<file path="config.mk">
export PLATFORM = sky130hd
export DESIGN_NAME = sfa_queue
export DESIGN_NICKNAME = d
export VERILOG_FILES = /design/src/hdl/sfa_pkg.sv /design/src/hdl/sfa_queue.sv
export SDC_FILE = /design/constraint.sdc
export NUM_CORES = 1
export LEC_CHECK = 0
export BUFFER_PORTS_ARGS = -buffer_cell sky130_fd_sc_hd__buf_2
export CORE_MARGIN = 5
export CORE_UTILIZATION = 30
export DETAILED_ROUTE_END_ITERATION = 16
export GPL_ROUTABILITY_DRIVEN = 0
export PLACE_DENSITY_LB_ADDON = 0.1
export SYNTH_ARGS = -nofsm -noshare
export SYNTH_HDL_FRONTEND = slang
export SYNTH_SLANG_ARGS = --single-unit
</file>
<file path="constraint.sdc">
create_clock -name clk -period 5.3 [get_ports clk]
set_input_delay 1.06 -clock clk [delete_from_list [all_inputs] [get_ports clk]]
set_output_delay 1.06 -clock clk [all_outputs]
set_load 0.02 [all_outputs]
</file>
<file path="src/hdl/sfa_pkg.sv">
// Shared types, constants and helper functions for the segregated free-list allocator.
// No dependencies; every module imports this package.
package sfa_pkg;

    localparam int NUM_CLASSES          = 8;
    localparam int FREE_STACK_DEPTH_DEF = 2048;
    localparam int OFFSET_BITS_DEF      = 19;

    localparam int CLS_W        = 3;
    localparam int GSIZE_W      = 33;
    localparam int OFFSET_MAX_W = 32;
    localparam int FRESH_W      = 11;
    localparam int FOFF_W       = 24;
    localparam int STATUS_W     = 3;
    localparam int PADDR_W      = 4;
    localparam int PDATA_W      = 64;

    localparam logic [GSIZE_W-1:0] LARGE_LIMIT = 33'd4096;
    localparam logic [GSIZE_W-1:0] HDR_BYTES   = 33'd8;
    localparam logic [3:0]         MIN_SHIFT   = 4'd5;

    // Register index decoded from paddr[3]
    localparam logic REG_POOL_BASE = 1'b0;

    typedef enum logic
    {
        OP_ALLOC = 1'b0,
        OP_FREE  = 1'b1
    } op_t;

    typedef enum logic [STATUS_W-1:0]
    {
        ST_OK          = 3'd0,
        ST_LARGE_ALLOC = 3'd1,
        ST_EXHAUSTED   = 3'd2,
        ST_LARGE_FREE  = 3'd3,
        ST_STACK_FULL  = 3'd4
    } status_t;

    typedef enum logic
    {
        BK_IDLE = 1'b0,
        BK_READ = 1'b1
    } back_state_t;

    // Classified request passed from front to back
    typedef struct packed
    {
        op_t                     op;
        logic                    oversize;
        logic [CLS_W-1:0]        cls;
        logic [GSIZE_W-1:0]      gsize;
        logic [OFFSET_MAX_W-1:0] offset;
    } cmd_t;

    function automatic logic [GSIZE_W-1:0] class_bytes(input logic [CLS_W-1:0] c);
        class_bytes = 33'd32 << c;
    endfunction

    function automatic logic [FOFF_W-1:0] class_base(input logic [CLS_W-1:0] c);
        logic [FOFF_W-1:0] b;
        unique case (c)
            3'd0:    b = 24'd0;
            3'd1:    b = 24'd40960;
            3'd2:    b = 24'd81920;
            3'd3:    b = 24'd122880;
            3'd4:    b = 24'd163840;
            3'd5:    b = 24'd204800;
            3'd6:    b = 24'd245760;
            default: b = 24'd327680;
        endcase
        class_base = b;
    endfunction

    function automatic logic [FRESH_W-1:0] class_fresh(input logic [CLS_W-1:0] c);
        logic [FRESH_W-1:0] n;
        unique case (c)
            3'd0:    n = 11'd1280;
            3'd1:    n = 11'd640;
            3'd2:    n = 11'd320;
            3'd3:    n = 11'd160;
            3'd4:    n = 11'd80;
            3'd5:    n = 11'd40;
            3'd6:    n = 11'd40;
            default: n = 11'd20;
        endcase
        class_fresh = n;
    endfunction

endpackage

</file>
<file path="src/hdl/sfa_queue.sv">
// Two-entry queue of classified requests between front and back ends.
// Depends on sfa_pkg for the cmd_t entry type.
module sfa_queue
    import sfa_pkg::*;
(
    input  logic clk,
    input  logic rst_n,
    input  logic in_valid,
    output logic in_ready,
    input  cmd_t in_data,
    output logic out_valid,
    input  logic out_ready,
    output cmd_t out_data
);

    cmd_t       slot_reg [2];
    logic       wr_ptr_reg;
    logic       wr_ptr_next;
    logic       rd_ptr_reg;
    logic       rd_ptr_next;
    logic [1:0] count_reg;
    logic [1:0] count_next;
    logic       push;
    logic       pop;

    assign in_ready  = count_reg != 2'd2;
    assign out_valid = count_reg != 2'd0;
    assign out_data  = slot_reg[rd_ptr_reg];
    assign push      = in_valid && in_ready;
    assign pop       = out_valid && out_ready;

    always_comb
    begin
        wr_ptr_next = push ? ~wr_ptr_reg : wr_ptr_reg;
        rd_ptr_next = pop ? ~rd_ptr_reg : rd_ptr_reg;
        count_next  = count_reg;
        if (push && !pop)
            count_next = count_reg + 2'd1;
        else if (pop && !push)
            count_next = count_reg - 2'd1;
    end

    always_ff @(posedge clk or negedge rst_n)
    begin
        if (!rst_n)
        begin
            wr_ptr_reg <= 1'b0;
            rd_ptr_reg <= 1'b0;
            count_reg  <= 2'd0;
        end
        else
        begin
            wr_ptr_reg <= wr_ptr_next;
            rd_ptr_reg <= rd_ptr_next;
            count_reg  <= count_next;
        end
    end

    always_ff @(posedge clk)
    begin
        if (push)
            slot_reg[wr_ptr_reg] <= in_data;
    end

endmodule

</file>
Yosys cells after proc, flatten, opt, wreduce, memory -nomap -nowiden
Memory sizes are Yosys's and may differ from the RTL's. Cells that the tools add are included.

Register bits: 4. Latch bits: 0. RAM bits: 140. Memory bits (read-only): 0. Input bits: 74. Memories kept: 1.

Memories: slot_reg (depth 2, bits a word 70, rd ports 1, clocked after memory_dff 0, write ports 1, line sfa_queue.sv:16) `cmd_t slot_reg [2];`.

Add/sub/neg operators: 2. Multipliers: 0. Div/mod/pow operators: 0. Order comparisons: 0. Equal/unequal tests: 1. Shifts and indexed selects: 0. Multiplexer cells: 4. Bitwise logic cells: 2. Reduce and logical (&&, ||, !) cells: 8.

Operator list (count): $logic_and 1x1->1 (4); $mux 2 (2); $reduce_bool 2->1 (2); $add 2x1->2 const B (1); $logic_not 1->1 (2); $mux 1 (2); $ne 2x2->1 const B (1); $not 1->1 (2); $sub 2x1->2 const B (1).

Logic depth before layout (Yosys ltp)
Word-level depth: 6. Depth in mapped cells: 7.

Worst setup path before layout
Ideal clock, no wire load.

Kind: input-to-reg. From: input in_valid. To: memory slot_reg[0][0] (netlist bit), enable pin. Setup time: 0.499 ns. Data arrival time: 4.080 ns. Data required time: 4.801 ns. Setup slack: 0.721 ns. Cell stages on the path: 2. Path buffers: 0. Cells stage by stage: nand2_1 nor2_1.

Word-level cells in the longest chain between the ends: 3.

RTL lines: start, declared (line sfa_queue.sv:8) `input logic in_valid,`; $logic_and 1x1->1 (line sfa_queue.sv:29) `assign push = in_valid && in_ready;`; $mux 1 (line sfa_queue.sv:61) `if (push)`; $mux 1 (implied by the code) (line sfa_queue.sv:62) `slot_reg[wr_ptr_reg] <= in_data;`; end, declared (line sfa_queue.sv:16).

Every way passes these cells.

==> run_results.csv <==
group,metric,value,unit
worst_setup_path,ff2ff_path_depth,4,
power_and_ir_drop,powerDensity,597,nW/um^2
worst_setup_path,arrival,2.39,ns
logic_synthesis,syn_area_per_cell,23.7,um^2
cts,worstSkewPairLatency,0.41,ns
die,die-area,21500,um^2
logic_synthesis,synth.most_common_cell,"edfxtp_1",
cts,cts-root-buf,"clkbuf_16",
place,dp_hpwl,6.91,mm
cts,clk_path_buf_depth,2,
logic_synthesis,ys_top_cells_by_count,"140 x edfxtp_1, 69 x mux2_4, 7 x buf_12",
worst_setup_path,worstPathRequired,4.24,ns
logic_synthesis,synthArstFlopShare,2.78,%
detailed_routing,avgRoutedWirePerCell,17.0,um
power_and_ir_drop,ir_drop,0.254,mV
place,numPortBuffers,145,
final_layout,drive_gt1_share,60.8,%
cts,cts_tree,"yes",
logic_synthesis,ys_seq_area_share,76.9,%
global_routing,grt_pass1_vias,2891,
final_layout,finalInstanceArea,7070,um^2
sta,final_hold_viol_count,0,
logic_synthesis,syn_inst,236,
sta,finalCriticalPeriod,3.45,ns
sta,finalSetupViolCount,0,
job,drv_cap,0,
detailed_routing,wirelength,10.9,mm
die,initial_core_util,30.2,%
sta,timing.hold.ws,0.446,ns
power_and_ir_drop,power,4.22,mW
power_and_ir_drop,leakage,2.81,nW
cts,postCtsHoldBufs,0,
sta,period_share,65.2,%
global_routing,grt_pass1_wl,16.4,mm
sta,worst_slack,1.85,ns
logic_synthesis,yosys-top-cells-area,"edfxtp_1 75%, mux2_4 19%, buf_12 2.5%",
detailed_routing,drt_iter0_drc,142,
final_layout,area_growth,26.3,%
sta,relSlewSlack,22.7,%
cts,postCtsSetupBuffers,0,
sta,finClkSkew,0.00696,ns
cts,clk_pin_slew_worst_paths,0.06,ns
min_path,hold_class,"primary input to async pin",
logic_synthesis,yosys_warnings,0,
logic_synthesis,synth-edff-count,140,
logic_synthesis,synthesis.area,5600,um^2
logic_synthesis,yosysTopAreaCell,"edfxtp_1",
final_layout,final_nets,470,
die,core,18500,um^2
worst_setup_path,critPathKind,"register to primary output",
die,die_x,147,um
detailed_routing,first_pass_iters,4,
global_routing,antenna_found_initial,1,
place,pre_cts_ws,2.22,ns
die,row_count,50,
die,ios,146,
cts,clock-sinks,144,
cts,post_cts_resized,0,
sta,tightest_slew,1.16,ns
global_routing,grt.total_usage,10.3,%
worst_setup_path,end_kind,"primary output",
sta,fin_setup_tns,0,ns
status,status,"completed",
detailed_routing,via_count,2638,
place,dpl-instance-area,6520,um^2
final_layout,n_antenna_cell,0,
worst_setup_path,crit_start,"rd_ptr_reg$_DFFE_PN0P_",
worst_setup_path,r2r-end,"slot_reg[0][12]$_DFFE_PP_",
worst_setup_path,r2r-start,"count_reg[0]$_DFFE_PN0P_",
die,die_h,147,um
worst_setup_path,cp-endpoint,"out_data[23]",
sta,slew_violations,0,
detailed_routing,vias_per_cell,4.11,
detailed_routing,drc_errors,0,
worst_setup_path,cp_max_fo,36,
final_layout,largest_register_ffs,140,
detailed_routing,drtAntennaViolNets,0,
logic_synthesis,synth_top_area_share,75.1,%
worst_setup_path,setup.worst_path.start_class,"register",
worst_setup_path,r2r_slack,3.01,ns
logic_synthesis,synth_nets,311,
cts,htree_levels,4,
logic_synthesis,synth_cell_types,15,
final_layout,nFillCells,1744,
logic_synthesis,ys_seq_elements,144,
global_routing,overflow,0,
sta,grt_setup_unrepaired,"no",
global_routing,grt_start_max_net_pins,71,
logic_synthesis,synth-main-ff-cell,"edfxtp_1",
cts,numCtsBuffers,17,
sta,fmax,290,MHz
-- how the worst min path moves through the flow --
stage	startpoint	end	slack, ns	depth (start not counted)
floorplan	count_reg[1]$_DFFE_PN0P_	count_reg[1]$_DFFE_PN0P_	0.46	1
global placement	count_reg[1]$_DFFE_PN0P_	count_reg[1]$_DFFE_PN0P_	0.48	1
detailed placement	count_reg[1]$_DFFE_PN0P_	count_reg[1]$_DFFE_PN0P_	0.49	1
CTS	rst_n	wr_ptr_reg$_DFFE_PN0P_	0.43	1
global route	rst_n	wr_ptr_reg$_DFFE_PN0P_	0.43	1
finish	rst_n	wr_ptr_reg$_DFFE_PN0P_	0.45	1
-- critical path, cell delays in order, from the launching register on --
cell and delay (ns):
dfrtp_4 0.92, buf_4 0.54, mux2_4 0.35, buf_2 0.16
-- layout by cell type (no fill, tap or decap) --
master      Yosys  routed
nand2b_1        1       1
xnor2_1         3       3
or2_1           1       1
mux2_2          1       1
inv_1           1       1
ha_1            1       1
clkbuf_1        0       2
dfrtp_4         0       1
clkinv_1        0       3
mux2_4         69      69
nor2_1          2       1
nor2_4          0       1
buf_4           0       2
clkbuf_16       0      17
buf_12          7       1
clkinvlp_4      0       4
buf_2           0     145
clkinv_2        0       4
dfrtp_1         4       3
bufinv_16       0       2
nand2_1         2       2
xor2_1          2       2
edfxtp_1      140     140
and3_4          0       1
-- layer usage --
metal	vias up	share of wire [%]	track usage [%]
li1	1247	-	-
met4	2	1.0	3.25
met5	-	0.12	0
met3	9	7.8	5.37
met1	1280	45	13.0
met2	100	46	15.2
-- metrics by stage --
step,std cells,util [%]
CTS,642,38.2
global route,642,38.2
finish,642,38.2
detailed placement,610,35.2
floorplan,236,-
global placement,610,35.2
-- power by group --
group | leakage (nW) | total (mW) | switching (mW) | internal [mW]
Sequential | 1.35 | 1.71 | 0.147 | 1.56
Clock | 0.261 | 1.12 | 0.438 | 0.683
Combinational | 1.21 | 1.39 | 0.756 | 0.631
Total | 2.81 | 4.22 | 1.34 | 2.88
-- final cells by class --
cell class / instances / area, um^2 / area share (%)
clock buffer: 19 / 433 / 6.12
clock inverter: 13 / 121 / 1.72
inverter: 1 / 3.75 / 0.0531
multi-input combinational: 83 / 1150 / 16.3
sequential: 144 / 4310 / 60.9
tap: 234 / 293 / 4.14
timing repair buffer: 148 / 761 / 10.8
-- cell families (layout without fill, tap and decap cells) --
logic type | count (synthesis) | count (layout) | synth area share, %
DFF | 144 | 144 | 76.9
muxes | 70 | 70 | 18.7
buffers and inverters | 9 | 181 | 2.77
and+or+nand+nor | 7 | 7 | 0.604
xor gates and xnor gates | 5 | 5 | 0.783
adders and majority gates | 1 | 1 | 0.224
Note: power is estimated with default switching activity, not from simulation.
