$ cat config.mk
export PLATFORM = sky130hd
export DESIGN_NAME = sfa_front_flat
export DESIGN_NICKNAME = d
export VERILOG_FILES = /design/src/hdl/sfa_pkg.sv /design/src/hdl/sfa_if.sv /design/src/hdl/sfa_front.sv /design/src/flat_wrapper.sv
export SDC_FILE = /design/constraint.sdc
export NUM_CORES = 1
export LEC_CHECK = 0
export BUFFER_PORTS_ARGS = -buffer_cell sky130_fd_sc_hd__buf_2
export CAP_MARGIN = 10
export CORE_ASPECT_RATIO = 2
export CORE_MARGIN = 2
export CORE_UTILIZATION = 42
export DETAILED_ROUTE_END_ITERATION = 7
export GPL_TIMING_DRIVEN = 0
export PLACE_DENSITY_LB_ADDON = 0.15
export RECOVER_POWER = 25
export SLEW_MARGIN = 15
export SYNTH_ARGS = -nofsm -noshare
export SYNTH_HDL_FRONTEND = slang
export SYNTH_SLANG_ARGS = --single-unit
$ cat constraint.sdc
create_clock -name vclk -period 6.3
set_input_delay 1.89 -clock vclk [all_inputs]
set_output_delay 1.89 -clock vclk [all_outputs]
set_load 0.1 [all_outputs]
$ cat src/hdl/sfa_pkg.sv
// Shared types, constants and helper functions for the segregated free-list allocator.
// No dependencies; every module imports this package.
package sfa_pkg;

    localparam int NUM_CLASSES          = 8;
    localparam int FREE_STACK_DEPTH_DEF = 2048;
    localparam int OFFSET_BITS_DEF      = 19;

    localparam int CLS_W        = 3;
    localparam int GSIZE_W      = 33;
    localparam int OFFSET_MAX_W = 32;
    localparam int FRESH_W      = 11;
    localparam int FOFF_W       = 24;
    localparam int STATUS_W     = 3;
    localparam int PADDR_W      = 4;
    localparam int PDATA_W      = 64;

    localparam logic [GSIZE_W-1:0] LARGE_LIMIT = 33'd4096;
    localparam logic [GSIZE_W-1:0] HDR_BYTES   = 33'd8;
    localparam logic [3:0]         MIN_SHIFT   = 4'd5;

    // Register index decoded from paddr[3]
    localparam logic REG_POOL_BASE = 1'b0;

    typedef enum logic
    {
        OP_ALLOC = 1'b0,
        OP_FREE  = 1'b1
    } op_t;

    typedef enum logic [STATUS_W-1:0]
    {
        ST_OK          = 3'd0,
        ST_LARGE_ALLOC = 3'd1,
        ST_EXHAUSTED   = 3'd2,
        ST_LARGE_FREE  = 3'd3,
        ST_STACK_FULL  = 3'd4
    } status_t;

    typedef enum logic
    {
        BK_IDLE = 1'b0,
        BK_READ = 1'b1
    } back_state_t;

    // Classified request passed from front to back
    typedef struct packed
    {
        op_t                     op;
        logic                    oversize;
        logic [CLS_W-1:0]        cls;
        logic [GSIZE_W-1:0]      gsize;
        logic [OFFSET_MAX_W-1:0] offset;
    } cmd_t;

    function automatic logic [GSIZE_W-1:0] class_bytes(input logic [CLS_W-1:0] c);
        class_bytes = 33'd32 << c;
    endfunction

    function automatic logic [FOFF_W-1:0] class_base(input logic [CLS_W-1:0] c);
        logic [FOFF_W-1:0] b;
        unique case (c)
            3'd0:    b = 24'd0;
            3'd1:    b = 24'd40960;
            3'd2:    b = 24'd81920;
            3'd3:    b = 24'd122880;
            3'd4:    b = 24'd163840;
            3'd5:    b = 24'd204800;
            3'd6:    b = 24'd245760;
            default: b = 24'd327680;
        endcase
        class_base = b;
    endfunction

    function automatic logic [FRESH_W-1:0] class_fresh(input logic [CLS_W-1:0] c);
        logic [FRESH_W-1:0] n;
        unique case (c)
            3'd0:    n = 11'd1280;
            3'd1:    n = 11'd640;
            3'd2:    n = 11'd320;
            3'd3:    n = 11'd160;
            3'd4:    n = 11'd80;
            3'd5:    n = 11'd40;
            3'd6:    n = 11'd40;
            default: n = 11'd20;
        endcase
        class_fresh = n;
    endfunction

endpackage

$ cat src/hdl/sfa_if.sv
// Valid/ready channel interfaces for allocator requests and responses.
// Depends on nothing; payload widths follow the request and response formats.
interface sfa_req_if;
    logic        valid;
    logic        ready;
    logic        opcode;
    logic [31:0] request_bytes;
    logic [63:0] user_address;
    logic [32:0] block_size;

    modport source (output valid, output opcode, output request_bytes,
                    output user_address, output block_size, input ready);
    modport sink   (input valid, input opcode, input request_bytes,
                    input user_address, input block_size, output ready);
endinterface


$ cat src/hdl/sfa_front.sv
// Request front end: accepts a beat and classifies it into size class, size and slot offset.
// Depends on sfa_pkg and sfa_req_if.
module sfa_front
    import sfa_pkg::*;
(
    input  logic [OFFSET_MAX_W-1:0] pool_low,
    sfa_req_if.sink                 req,
    output cmd_t                    cmd,
    output logic                    cmd_valid,
    input  logic                    cmd_ready
);

    logic [GSIZE_W-1:0]      alloc_size;
    logic [CLS_W-1:0]        alloc_cls;
    logic [CLS_W-1:0]        free_cls;
    logic [OFFSET_MAX_W-1:0] free_off;
    logic                    alloc_large;
    logic                    free_large;

    assign req.ready = cmd_ready;
    assign cmd_valid = req.valid;

    always_comb
    begin
        alloc_size  = {1'b0, req.request_bytes} + HDR_BYTES;
        alloc_large = alloc_size > LARGE_LIMIT;
        free_large  = req.block_size > LARGE_LIMIT;

        // Smallest class that holds the size; small sizes land in class 0
        alloc_cls = CLS_W'(NUM_CLASSES - 1);
        for (int i = NUM_CLASSES - 2; i >= 0; i--)
        begin
            if (alloc_size <= class_bytes(CLS_W'(i)))
                alloc_cls = CLS_W'(i);
        end

        // Header size not naming a class goes to the largest class
        free_cls = CLS_W'(NUM_CLASSES - 1);
        for (int i = 0; i < NUM_CLASSES - 1; i++)
        begin
            if (req.block_size == class_bytes(CLS_W'(i)))
                free_cls = CLS_W'(i);
        end

        // Only the low offset bits survive, so a narrow subtract suffices
        free_off = req.user_address[OFFSET_MAX_W-1:0] - OFFSET_MAX_W'(8) - pool_low;

        cmd.op = op_t'(req.opcode);
        if (req.opcode == OP_FREE)
        begin
            cmd.oversize = free_large;
            cmd.cls      = free_large ? '0 : free_cls;
            cmd.gsize    = '0;
            cmd.offset   = free_off;
        end
        else
        begin
            cmd.oversize = alloc_large;
            cmd.cls      = alloc_large ? '0 : alloc_cls;
            cmd.gsize    = alloc_large ? alloc_size : class_bytes(alloc_cls);
            cmd.offset   = '0;
        end
    end

endmodule

$ cat src/flat_wrapper.sv
// flat-port wrapper written by rule: the top's interface ports become plain ports
module sfa_front_flat import sfa_pkg::*;
  (pool_low, cmd, cmd_valid, cmd_ready, req_valid, req_opcode, req_request_bytes, req_user_address, req_block_size, req_ready);
  sfa_req_if req_i ();
  input  logic [OFFSET_MAX_W-1:0] pool_low;
  output cmd_t cmd;
  output logic cmd_valid;
  input  logic cmd_ready;
  input wire logic [$bits(req_i.valid)-1:0] req_valid;
  input wire logic [$bits(req_i.opcode)-1:0] req_opcode;
  input wire logic [$bits(req_i.request_bytes)-1:0] req_request_bytes;
  input wire logic [$bits(req_i.user_address)-1:0] req_user_address;
  input wire logic [$bits(req_i.block_size)-1:0] req_block_size;
  output wire logic [$bits(req_i.ready)-1:0] req_ready;
  assign req_i.valid = req_valid;
  assign req_i.opcode = req_opcode;
  assign req_i.request_bytes = req_request_bytes;
  assign req_i.user_address = req_user_address;
  assign req_i.block_size = req_block_size;
  assign req_ready = req_i.ready;
  sfa_front u_core (.pool_low(pool_low), .req(req_i), .cmd(cmd), .cmd_valid(cmd_valid), .cmd_ready(cmd_ready));
endmodule
## Yosys cells after proc, flatten, opt, wreduce, memory -nomap -nowiden

Index checks and enable logic that the tools add are counted.

| word-level totals | value |
|---|---|
| register bits after elaboration | 0 |
| latch bits | 0 |
| memory bits (writable) | 0 |
| bits in read-only memories | 0 |
| input bits | 164 |
| output and inout port bits | 72 |
| memories | 0 |

| cells by class | value |
|---|---|
| add/sub/neg operators | 3 |
| multipliers | 0 |
| div/mod/pow operators | 0 |
| magnitude comparators | 9 |
| eq/ne operators | 7 |
| shift operators | 1 |
| muxes and demuxes | 18 |
| bitwise operators | 0 |
| reduce and logical (&&, ||, !) cells | 0 |

Operators with widths:

| cell | number |
|---|---|
| 69-bit 2-to-1 mux | 1 |
| 33-bit by 13-bit greater-than comparator with 1-bit output, second input constant | 2 |
| 3-bit 2-to-1 mux | 15 |
| 32-bit by 4-bit adder with 33-bit output, second input constant | 1 |
| 33-bit by 10-bit equality test with 1-bit output, second input constant | 1 |
| 33-bit by 11-bit equality test with 1-bit output, second input constant | 1 |
| 33-bit by 12-bit equality test with 1-bit output, second input constant | 1 |
| 33-bit by 6-bit equality test with 1-bit output, second input constant | 1 |
| 33-bit by 7-bit equality test with 1-bit output, second input constant | 1 |
| 33-bit by 8-bit equality test with 1-bit output, second input constant | 1 |
| 33-bit by 9-bit equality test with 1-bit output, second input constant | 1 |
| 33-bit by 10-bit less-or-equal comparator with 1-bit output, second input constant | 1 |
| 33-bit by 11-bit less-or-equal comparator with 1-bit output, second input constant | 1 |
| 33-bit by 12-bit less-or-equal comparator with 1-bit output, second input constant | 1 |
| 33-bit by 6-bit less-or-equal comparator with 1-bit output, second input constant | 1 |
| 33-bit by 7-bit less-or-equal comparator with 1-bit output, second input constant | 1 |
| 33-bit by 8-bit less-or-equal comparator with 1-bit output, second input constant | 1 |
| 33-bit by 9-bit less-or-equal comparator with 1-bit output, second input constant | 1 |
| 33-bit 2-to-1 mux | 1 |
| 6-bit by 3-bit << shifter with 33-bit output, first input constant | 1 |
| 32-bit subtractor | 1 |
| 32-bit by 4-bit subtractor with 32-bit output, second input constant | 1 |
| 1-bit 2-to-1 mux | 1 |

## Logic depth before layout (Yosys ltp)

| logic depth | value |
|---|---|
| depth in word-level cells | 12 |
| depth in mapped cells | 15 |
| mapped depth without buffers | 15 |

## Worst setup path after synthesis

No wires, ideal clock.

| timing | value |
|---|---|
| kind | input port to output port |
| start | input req_request_bytes[11] |
| end | output cmd[41] (netlist bit) |
| arrival | 6463 ps |
| data required time | 4410 ps |
| path slack | -2053 ps |
| stages | 11 |
| buffers on the path | 2 |
| path through | clkbuf_2 -> nand3_1 -> or4_4 -> buf_6 -> nor4_4 -> mux2_1 -> a31oi_1 -> nand4_2 -> nor2_1 -> o21ai_1 -> o31ai_1 |

RTL lines:

| element | RTL line | RTL |
|---|---|---|
| start: declaration | flat_wrapper.sv:11 | `input wire logic [$bits(req_i.request_bytes)-1:0] req_request_bytes;` |
| end: declaration | flat_wrapper.sv:6 | `output cmd_t cmd;` |

==> metrics.md <==
| Metric | Value |
|---|---|
| Ratio of final minimum period to clock period | 108% |
| Vias per std cell | 5.92 |
| Number of detailed-routing iterations run before antenna repair | 5 |
| Leakage dissipation | 3.63 nW |
| Via count | 5858 |
| Cell-by-cell listing of the critical path | clkbuf_16, nand4_1, or4_4, buf_12, nor4_4, mux2_4, a31oi_4, nand4_4, a21oi_4, or2_1, buf_12, buf_4, buf_6, o21ai_4, buf_12 |
| Detailed-route wire length per cell | 18.6 microns |
| Startpoint Class | input pin |
| Hold endpoint | cmd[35] |
| Sequential area share after synthesis | 0% |
| Final antenna diode count | 0 |
| Highest net fanout along the worst path | 7 |
| Final number of hold-violating endpoints | 0 |
| Utilization after layout | 86.1% |
| Port Buffers | 193 |
| Status | finished with violations |
| Relative slew slack | 16.7% |
| Tightest Pin Transition | 1.25 ns |
| Yosys cell types | 69 |
| Final layout net count | 1114 |
| Number of warnings printed during yosys synthesis | 0 |
| Max-slew violations | 0 |
| Total I/O pin count | 236 |
| Weighted congestion reported at the end of routability-driven placement | 0.982 |
| Kind of capture point of the worst setup path | output pin |
| Die outline height | 142 microns |
| FF+latch count | 0 |
| Final min period | 6.81 ns |
| Cell taking the most area after synthesis | ha_1 |
| Total wire length | 18.4 mm |
| Unrepaired setup endpoints after global routing | true |
| Net Count, Synth | 856 |
| Number of cells produced by synthesis | 629 |
| Antenna viol nets, final | 0 |
| Commonest cells in the synthesized netlist | inv_1, nor2_1, ha_1 |
| Share of cells above drive strength 1 | 51.8% |
| Largest net degree at the start of global routing | 11 |
| Per-instance average area after synthesis | 6.33 sq um |
| Cell Area, Synth | 3980 sq um |
| Final Worst Setup Slack | -0.513 ns |
| Cell depth of the worst min-delay path | 3 |
| Count leader, synth | inv_1 |
| Core footprint | 9260 sq um |
| Floorplan die area | 10300 sq um |
| Aggregate global-route resource usage | 32.2% |
| Initial Utilization | 43.0% |
| Detail Placement HPWL | 11.8 mm |
| Share of the synthesized area in the top cell type | 19.5% |
| Layout fillers | 476 |
| Kind of critical path | input pin to output pin |
| Failing checks | negative setup slack |
| Wire length of the first global-routing pass | 27.0 mm |
| Starting DRC count in detailed routing | 445 |
| Peak clock frequency supported by timing | 147 MHz |
| Most used cell along the critical path | buf_12 |
| Area post-placement | 5870 sq um |
| Setup-violating endpoint count in the final report | 46 |
| Clock tree buffer count of the final layout | 0 |
| CP max stage delay | 0.56 ns |
| Slowest library cell on the worst path | or4_4 |
| Num rows | 50 |
| Drt drc | 0 |
| Min-delay src | req_request_bytes[3] |
| Design Area, Final | 7970 sq um |
| Data arrival at the endpoint of the critical path | 4.92 ns |
| Endpoint required time on the critical path | 4.41 ns |
| Most area-consuming cells after synthesis | ha_1, inv_1, nor2_1 |
| Number of antenna violations at the first check in global routing | 0 |
| Maximum VDD drop | 0.157 mV |
| Number of global-route vias before repair | 5899 |
| DIE WIDTH | 72.8 microns |
| Global-route congestion overflow total | 0 |
| Synth-to-Final Area Change | 100% |
| Type of the worst min-delay path | input pin to output pin |
| PD cells | 153 nW/um^2 |
| Number of maximum-capacitance violations | 0 |
| Register cell area after layout | 0 sq um |
## metrics by stage
step	hold WS [ns]	setup TNS, ns	instances	total power, mW	worst slack [ns]
6_report	4.14	-17.58	989	1.22	-0.513
3_5_place_dp	4.17	-42.24	926	0.946	-1.14
5_1_grt	4.14	-20.17	989	1.28	-0.550
4_1_cts	4.13	-11.51	970	1.10	-0.361
2_1_floorplan	3.88	-12.62	629	0.779	-0.656
3_3_place_gp	4.16	-38.98	926	0.934	-1.06
## per-layer routing
metal	GRT usage, %	routed length (microns)
met5	0	0
met4	13.3	1130
met3	4.83	1080
met2	65.6	10400
met1	29.8	5840
## layout make-up
class	instances	area, sq um	area share [%]
timing repair buffer	260	2440	30.6
multi-input combinational	496	4800	60.2
inverter	110	430	5.40
tap	104	130	1.63
buffer	19	175	2.20
## cell families (layout without fill, tap and decap cells)
group | Yosys count | count (layout) | synth area share (%)
AND/OR/NAND/NOR | 256 | 256 | 33.3
buffers and inverters | 133 | 389 | 13.6
AO/OA/AOI/OAI | 116 | 116 | 19.5
adder cells (fa/ha/maj) | 63 | 63 | 20.0
XOR/XNOR | 58 | 58 | 12.8
multiplexers | 3 | 3 | 0.786
## report_power, final
part / leakage (nW) / internal (mW) / switching (mW)
clock: 0 / 0 / 0
combinational: 3.63 / 0.436 / 0.784
sequential: 0 / 0 / 0
total: 3.63 / 0.436 / 0.784
## worst max-delay path by stage
| stage | cells past startpoint | to | from |
|---|---|---|---|
| 6_report | 15 | cmd[43] | req_request_bytes[12] |
| 5_1_grt | 15 | cmd[43] | req_request_bytes[12] |
| 4_1_cts | 16 | cmd[29] | pool_low[1] |
| 3_5_place_dp | 14 | cmd[61] | req_request_bytes[3] |
| 3_3_place_gp | 14 | cmd[56] | req_request_bytes[3] |
| 2_1_floorplan | 11 | cmd[41] | req_request_bytes[11] |
## cells in the final DEF, fill, tap and decap left out, drive strengths merged, types with 3 or more instances in the layout
cell type and n:
xor2 26, nand2 39, nor4 16, nand4 13, a21oi 31, a211oi 4, buf 260, nor2 75
or2 5, nor3 23, o21bai 4, o311ai 3, inv 110, nor2b 7, and3 14, a31oi 6
clkbuf 18, or4 7, xnor2 32, o21ai 26, a21o 7, nand3 25, o21a 4, or3 6
ha 62, and2 7, nand2b 12, o31ai 4
## worst max-delay path: cells and delay by family
kind	cells	cell delay [ns]
and+or+nand+nor	5	1.33
muxes	1	0.38
buffers and inverters	6	0.86
AOI/OAI and AO/OA	3	0.44
## what timing repair did
item,CTS,global route
setup buffers,43,24
endpoints found under the setup margin,50,54
cloned,3,0
pin swaps,43,54
hold buffers,0,0
gates resized for setup,282,88
No activity file was read; power rests on OpenSTA's default activity.
